==> src/rtl/cau_pkg.sv <==
package cau_pkg;

	localparam int DATA_W    = 16;
	localparam int FRAC_BITS = 8;
	localparam int PROD_W    = 2 * DATA_W;
	localparam int SUM_W     = PROD_W + 2;
	localparam int RAD_W     = PROD_W;
	localparam int REM_W     = DATA_W + 2;

	localparam logic signed [SUM_W-1:0] SAT_HI = SUM_W'((1 << (DATA_W - 1)) - 1);
	localparam logic signed [SUM_W-1:0] SAT_LO = ~SAT_HI;

	typedef enum logic [2:0] {
		MODE_ADD = 3'd0,
		MODE_SUB = 3'd1,
		MODE_MUL = 3'd2,
		MODE_EQ  = 3'd3,
		MODE_MAG = 3'd4
	} mode_t;

	typedef struct packed {
		logic [2:0]               mode;
		logic signed [DATA_W-1:0] a_real;
		logic signed [DATA_W-1:0] a_imag;
		logic signed [DATA_W-1:0] b_real;
		logic signed [DATA_W-1:0] b_imag;
	} op_item_t;

	typedef struct packed {
		logic signed [DATA_W-1:0] res_real;
		logic signed [DATA_W-1:0] res_imag;
		logic [DATA_W-1:0]        magnitude;
		logic                     is_equal;
		logic                     saturated;
	} res_item_t;

	// products and early results after the first stage
	typedef struct packed {
		logic                     is_mul;
		logic                     is_mag;
		logic signed [PROD_W-1:0] p0;
		logic signed [PROD_W-1:0] p1;
		logic signed [PROD_W-1:0] p2;
		logic signed [PROD_W-1:0] p3;
		res_item_t                res;
	} front_t;

	// word handed along the root chain
	typedef struct packed {
		logic [RAD_W-1:0]  rad;
		logic [REM_W-1:0]  rem;
		logic [DATA_W-1:0] root;
		res_item_t         res;
	} sq_t;

	typedef struct packed {
		logic signed [DATA_W-1:0] val;
		logic                     sat;
	} sat_t;

	function automatic sat_t clamp_fn(input logic signed [SUM_W-1:0] v);
		sat_t r;
		if (v > SAT_HI) begin
			r.val = SAT_HI[DATA_W-1:0];
			r.sat = 1'b1;
		end else if (v < SAT_LO) begin
			r.val = SAT_LO[DATA_W-1:0];
			r.sat = 1'b1;
		end else begin
			r.val = v[DATA_W-1:0];
			r.sat = 1'b0;
		end
		return r;
	endfunction

endpackage

==> src/rtl/cau_front.sv <==
module cau_front import cau_pkg::*; (
	input  logic     clk,
	input  logic     arst_n,
	input  logic     en,
	input  logic     in_valid,
	input  op_item_t op,
	output logic     valid_s1,
	output front_t   data_s1
);

	logic signed [DATA_W-1:0] m0_b, m1_b;
	sat_t   cr, ci;
	front_t nxt;

	// magnitude reuses the first two multipliers as squarers
	assign m0_b = (op.mode == MODE_MAG) ? op.a_real : op.b_real;
	assign m1_b = (op.mode == MODE_MAG) ? op.a_imag : op.b_imag;

	always_comb begin
		cr  = '0;
		ci  = '0;
		nxt = '0;
		nxt.p0 = PROD_W'(op.a_real) * PROD_W'(m0_b);
		nxt.p1 = PROD_W'(op.a_imag) * PROD_W'(m1_b);
		nxt.p2 = PROD_W'(op.a_real) * PROD_W'(op.b_imag);
		nxt.p3 = PROD_W'(op.a_imag) * PROD_W'(op.b_real);
		unique case (op.mode)
			MODE_ADD: begin
				cr = clamp_fn(SUM_W'(op.a_real) + SUM_W'(op.b_real));
				ci = clamp_fn(SUM_W'(op.a_imag) + SUM_W'(op.b_imag));
				nxt.res.res_real  = cr.val;
				nxt.res.res_imag  = ci.val;
				nxt.res.saturated = cr.sat | ci.sat;
			end
			MODE_SUB: begin
				cr = clamp_fn(SUM_W'(op.a_real) - SUM_W'(op.b_real));
				ci = clamp_fn(SUM_W'(op.a_imag) - SUM_W'(op.b_imag));
				nxt.res.res_real  = cr.val;
				nxt.res.res_imag  = ci.val;
				nxt.res.saturated = cr.sat | ci.sat;
			end
			MODE_MUL: nxt.is_mul = 1'b1;
			MODE_EQ:  nxt.res.is_equal = (op.a_real == op.b_real) && (op.a_imag == op.b_imag);
			MODE_MAG: nxt.is_mag = 1'b1;
			default:  nxt.is_mul = 1'b0;
		endcase
	end

	always_ff @(posedge clk or negedge arst_n) begin
		if (!arst_n) begin
			valid_s1 <= 1'b0;
		end else if (en) begin
			valid_s1 <= in_valid;
		end
	end

	always_ff @(posedge clk) begin
		if (en) begin
			data_s1 <= nxt;
		end
	end

endmodule

==> src/rtl/cau_combine.sv <==
module cau_combine import cau_pkg::*; (
	input  logic   clk,
	input  logic   arst_n,
	input  logic   en,
	input  logic   in_valid,
	input  front_t data_s1,
	output logic   valid_s2,
	output sq_t    data_s2
);

	logic signed [SUM_W-1:0] re_full, im_full;
	sat_t cr, ci;
	sq_t  nxt;

	// floor of the exact sum, then clamp
	assign re_full = (SUM_W'(data_s1.p0) - SUM_W'(data_s1.p1)) >>> FRAC_BITS;
	assign im_full = (SUM_W'(data_s1.p2) + SUM_W'(data_s1.p3)) >>> FRAC_BITS;
	assign cr = clamp_fn(re_full);
	assign ci = clamp_fn(im_full);

	always_comb begin
		nxt      = '0;
		nxt.res  = data_s1.res;
		if (data_s1.is_mul) begin
			nxt.res.res_real  = cr.val;
			nxt.res.res_imag  = ci.val;
			nxt.res.saturated = cr.sat | ci.sat;
		end
		if (data_s1.is_mag) begin
			nxt.rad = RAD_W'($unsigned(data_s1.p0)) + RAD_W'($unsigned(data_s1.p1));
		end
	end

	always_ff @(posedge clk or negedge arst_n) begin
		if (!arst_n) begin
			valid_s2 <= 1'b0;
		end else if (en) begin
			valid_s2 <= in_valid;
		end
	end

	always_ff @(posedge clk) begin
		if (en) begin
			data_s2 <= nxt;
		end
	end

endmodule

==> src/rtl/cau_sqrt_cell.sv <==
module cau_sqrt_cell import cau_pkg::*; (
	input  logic clk,
	input  logic arst_n,
	input  logic en,
	input  logic in_valid,
	input  sq_t  sq_in,
	output logic valid_q,
	output sq_t  sq_q
);

	logic [REM_W+1:0] trial, divisor, diff;
	logic             ge;
	sq_t              nxt;

	// one root bit per cell: bring down two radicand bits, try 4q+1
	assign trial   = {sq_in.rem, sq_in.rad[RAD_W-1 -: 2]};
	assign divisor = {2'b00, sq_in.root, 2'b01};
	assign ge      = (trial >= divisor);
	assign diff    = trial - divisor;

	always_comb begin
		nxt      = sq_in;
		nxt.rad  = {sq_in.rad[RAD_W-3:0], 2'b00};
		nxt.rem  = ge ? diff[REM_W-1:0] : trial[REM_W-1:0];
		nxt.root = {sq_in.root[DATA_W-2:0], ge};
	end

	always_ff @(posedge clk or negedge arst_n) begin
		if (!arst_n) begin
			valid_q <= 1'b0;
		end else if (en) begin
			valid_q <= in_valid;
		end
	end

	always_ff @(posedge clk) begin
		if (en) begin
			sq_q <= nxt;
		end
	end

endmodule

==> src/rtl/complex_arith_unit_top.sv <==
// complex arithmetic unit, Q7.8 fixed point: each transfer on the op channel carries a mode
// (add, subtract, multiply, equality test, magnitude of a) and two complex operands, and
// produces exactly one transfer on the res channel, in order. the unit takes one item every
// cycle while the res side keeps up, and holds up to eighteen items in flight: one stage for
// the four 16x16 multipliers and the add/subtract/compare logic, one stage for the product
// sums, floor and clamp, and a chain of sixteen square-root cells that each settle one bit
// of the magnitude. every stage has its own valid bit and loads whenever it is empty or its
// successor moves on, so bubbles close up under back pressure and op_ready only drops once
// the whole chain is full and res is not taken
module complex_arith_unit_top import cau_pkg::*; (
	input  logic      clk,
	input  logic      arst_n,
	input  logic      op_valid,
	output logic      op_ready,
	input  op_item_t  op,
	output logic      res_valid,
	input  logic      res_ready,
	output res_item_t res
);

	localparam int NSTG = DATA_W + 2;

	// per-stage valid bits and load enables
	logic [NSTG-1:0] vld;
	logic [NSTG:0]   rdy;
	front_t          front_s1;
	sq_t             sq_d [DATA_W+1];

	// a stage may load when it is empty or its contents leave this cycle
	// evaluated from the output end back towards the input
	always_comb begin
		rdy[NSTG] = res_ready;
		for (int i = NSTG - 1; i >= 0; i--) begin
			rdy[i] = !vld[i] || rdy[i+1];
		end
	end

	assign op_ready = rdy[0];

	// multipliers, add/subtract and equality
	cau_front u_front (
		.clk      (clk),
		.arst_n   (arst_n),
		.en       (rdy[0]),
		.in_valid (op_valid),
		.op       (op),
		.valid_s1 (vld[0]),
		.data_s1  (front_s1)
	);

	// product sums with floor and saturation, radicand for the magnitude
	cau_combine u_combine (
		.clk      (clk),
		.arst_n   (arst_n),
		.en       (rdy[1]),
		.in_valid (vld[0]),
		.data_s1  (front_s1),
		.valid_s2 (vld[1]),
		.data_s2  (sq_d[0])
	);

	// square-root chain, most significant root bit first
	for (genvar k = 0; k < DATA_W; k++) begin : g_cell
		cau_sqrt_cell u_cell (
			.clk      (clk),
			.arst_n   (arst_n),
			.en       (rdy[k+2]),
			.in_valid (vld[k+1]),
			.sq_in    (sq_d[k]),
			.valid_q  (vld[k+2]),
			.sq_q     (sq_d[k+1])
		);
	end

	// last cell doubles as the output register
	assign res_valid = vld[NSTG-1];
	always_comb begin
		res           = sq_d[DATA_W].res;
		res.magnitude = sq_d[DATA_W].root;
	end

endmodule

==> config.mk <==
export PLATFORM = sky130hd
export DESIGN_NAME = complex_arith_unit_top
export DESIGN_NICKNAME = d
export VERILOG_FILES = /design/src/rtl/cau_pkg.sv /design/src/rtl/cau_front.sv /design/src/rtl/cau_combine.sv /design/src/rtl/cau_sqrt_cell.sv /design/src/rtl/complex_arith_unit_top.sv
export SDC_FILE = /design/constraint.sdc
export NUM_CORES = 2
export LEC_CHECK = 0
export ABC_CLOCK_PERIOD_IN_PS = 23500
export BUFFER_PORTS_ARGS = -buffer_cell sky130_fd_sc_hd__buf_2
export CORE_MARGIN = 3
export CORE_UTILIZATION = 53
export CTS_CLUSTER_DIAMETER = 200
export DETAILED_ROUTE_END_ITERATION = 10
export HOLD_SLACK_MARGIN = 0.08
export PLACE_DENSITY = 0.69
export SYNTH_ARGS = -nofsm -noshare
export SYNTH_HDL_FRONTEND = slang
export SYNTH_SLANG_ARGS = --single-unit
export TNS_END_PERCENT = 5
==> constraint.sdc <==
create_clock -name clk -period 23.5 [get_ports clk]
set_input_delay 5.875 -clock clk [delete_from_list [all_inputs] [get_ports clk]]
set_output_delay 5.875 -clock clk [all_outputs]
set_load 0.01 [all_outputs]
==> run_results.csv <==
group,metric,value,unit
clock_network,htree_levels,4,
logic_synthesis,syn_area_per_cell,11.5,um2
worst_setup_path,critPathTopFamily,"simple AND/OR/NAND/NOR gates",
job,max-cap-violations,0,
logic_synthesis,netlist_area,101000,um2
die,initial_utilization,53.4,%
worst_setup_path,setup.worst_path.start_class,"input pin",
detailed_routing,remaining_drc_errors,0,
clock_network,post_cts_resized,0,
die,rows,159,
clock_network,cts_setup_buffers,0,
timing,max_slew_margin,12.8,%
worst_setup_path,path_class,"input pin to output port",
logic_synthesis,synth_edf_count,1400,
timing,skew,65.6,ps
logic_synthesis,async_reset_ff_share,1.27,%
logic_synthesis,synth.area.top_cells,"edfxtp_1, fa_1, ha_1, inv_1, nand2_1",
clock_network,clkTransAtPathRegs,60,ps
worst_hold_path,hold_class,"flip-flop to flip-flop",
timing,slew_violations,0,
grt,gr-total-overflow,0,
logic_synthesis,ys_warn_count,0,
worst_setup_path,crit_slowest_cell,"nand3_4",
detailed_routing,final_antenna_net_count,0,
clock_network,cts_tree,"built",
die,design.die.area,195000,um2
final_layout,fin_nets,10600,
clock_network,cts-root-buf,"clkbuf_16",
worst_setup_path,worst-path-buf-inv,2,
logic_synthesis,yosysMostFrequentCell,"inv_1",
die,fp.dieW,442,um
clock_network,hold_buffers,0,
detailed_routing,avgViaCountPerCell,5.47,
logic_synthesis,synthDistinctLibCells,101,
grt,grt_max_degree,137,
final_layout,design_area,109000,um2
logic_synthesis,yosys-top-cells-count,"inv_1, edfxtp_1, fa_1, nand2_1, ha_1",
place,gp_congestion,0.910,
worst_setup_path,crit_chain,"buf_2, nor2b_1, nand2_2, nor2_1, and2_1, and3_1, and3_1, and4_1, nand3_4, nor2_1, nand3_4, buf_2",
worst_setup_path,crit_required,17620,ps
detailed_routing,post_drt_wl_per_cell,19.6,um
logic_synthesis,synth_nets,10500,
timing,fmaxAchievable,64.4,MHz
die,ios,123,
logic_synthesis,synth_largest_area_cell,"edfxtp_1",
final_layout,layout-drive-gt1-share,6.41,%
place,dpl-instance-area,104000,um2
worst_setup_path,worst-path-max-fanout,31,
worst_setup_path,slowest_delay,460,ps
timing,setup_viol,0,
detailed_routing,dr.pass1.iters,6,
logic_synthesis,yosysSeqAreaShare,42.3,%
detailed_routing,vias,62500,
timing,fin_crit_sh,66.1,%
final_layout,area_growth,8.35,%
clock_network,cts_buffer_depth,3,
worst_setup_path,cp-end-kind,"output port",
timing,rsz0062_at_grt,"false",
timing,hold_viol,0,
timing,finalCriticalPeriod,15530,ps
clock_network,insertion_delay,790,ps
grt,first_global_vias,66300,
clock_network,cts_sinks,1418,
logic_synthesis,yosys_most_used_dff,"edfxtp_1",
worst_setup_path,arrival,9660,ps
detailed_routing,totalWireLength,224000,um
run_status,status,"complete, no violations",
die,coreArea,188000,um2
logic_synthesis,synthCells,8710,
place,dp_hpwl,171000,um
timing,worst_slew_pin_slew,1310,ps
grt,antenna_found_initial,10,
logic_synthesis,synth_top_area_share,41.8,%
logic_synthesis,ys_ff_latch,1418,
die,die_h,442,um
grt,grtUsageTotal,23.4,%
timing,setup_tns,0,ps
clock_network,cts_buffers,141,
place,port_buffers,122,
grt,grt_pass1_wl,361000,um
detailed_routing,first_iter_violations,3903,
cells in the final DEF, fill, tap and decap left out, types with 119 or more instances in the layout:
cell type  netlist  routed
a21oi_1        309     307
and2_1         319     319
buf_2           12     122
clkbuf_16        0     141
edfxtp_1      1400    1400
fa_1          1053    1053
ha_1           639     639
inv_1         1554    1547
nand2_1        728     722
nand2b_1       123     123
nor2_1         439     439
nor2b_1        207     207
nor3_1         119     119
o21ai_0        205     195
xnor2_1        272     272
worst register-to-register path, cell delays in order (launching register included):
cell     delay (ps)
dfrtp_1         350
nor2b_1         440
nand2_2         110
nor2_1          230
and2_1          260
and3_1          300
and3_1          380
and4_1          410
nand3_4         280
nor2_1          430
nand3_4         460
buf_12          450
state kept, by name, indices dropped and copies added (netlist names):
register	cells
g_cell.u_cell.valid_q	16
u_front.data_s1	164
g_cell.u_cell.sq_q	1170
u_front.valid_s1	1
u_combine.data_s2	66
u_combine.valid_s2	1
final timing paths:
path	endpoint	from	slack, ps	cells past startpoint
max in group asynchronous	g_cell[0].u_cell.valid_q	arst_n	18060	1
worst min-delay path	g_cell[6].u_cell.sq_q[36]	g_cell[5].u_cell.sq_q[36]	380	0
min in group asynchronous	u_combine.valid_s2	arst_n	5060	1
worst max-delay path	op_ready	res_ready	7970	12
worst max register to register	u_front.data_s1[151]	g_cell[15].u_cell.valid_q	18680	11
worst min register to register	g_cell[6].u_cell.sq_q[36]	g_cell[5].u_cell.sq_q[36]	380	0
per-layer routing:
metal | up-vias | GRT usage, % | part of all wire, %
met5 | - | 0 | 0.017
met4 | 4 | 12.1 | 5.7
met3 | 494 | 3.24 | 4.9
met2 | 1746 | 41.2 | 51
met1 | 31400 | 28.2 | 39
li1 | 28900 | - | -
kinds of logic (layout without fill, tap and decap cells):
logic type	after synthesis	in the layout	share of synthesized area (%)
compound gates	1109	1109	7.32
fa+ha+maj	1692	1692	28.9
buf+inv	1828	2048	6.86
mux	36	36	0.382
xor+xnor	377	377	3.28
flops	1418	1418	42.3
other cells	1	6	0.00373
simple gates	2249	2249	11.0
metrics by stage:
step,utilization [%],worst slack [ps],cells,hold WS (ps)
floorplan,-,2630,8710,400
global placement,55.4,8090,11200,400
detailed placement,55.4,7970,11200,405
CTS,57.9,7910,11400,381
global route,57.9,7630,11400,387
finish,57.9,7970,11400,381
final cells by class:
| type | count | area (um2) |
|---|---|---|
| timing repair buffer | 233 | 1460 |
| inverter | 1560 | 5860 |
| antenna | 5 | 12.5 |
| clock buffer | 174 | 3700 |
| tap | 2495 | 3120 |
| fill | 15300 | 79200 |
| clock inverter | 81 | 1040 |
| multi-input combinational | 5464 | 51300 |
| sequential | 1418 | 42500 |
Power is left out: the tool's default activity adds up to more than one toggle a clock period on the data nets, which glitch-free logic cannot reach.
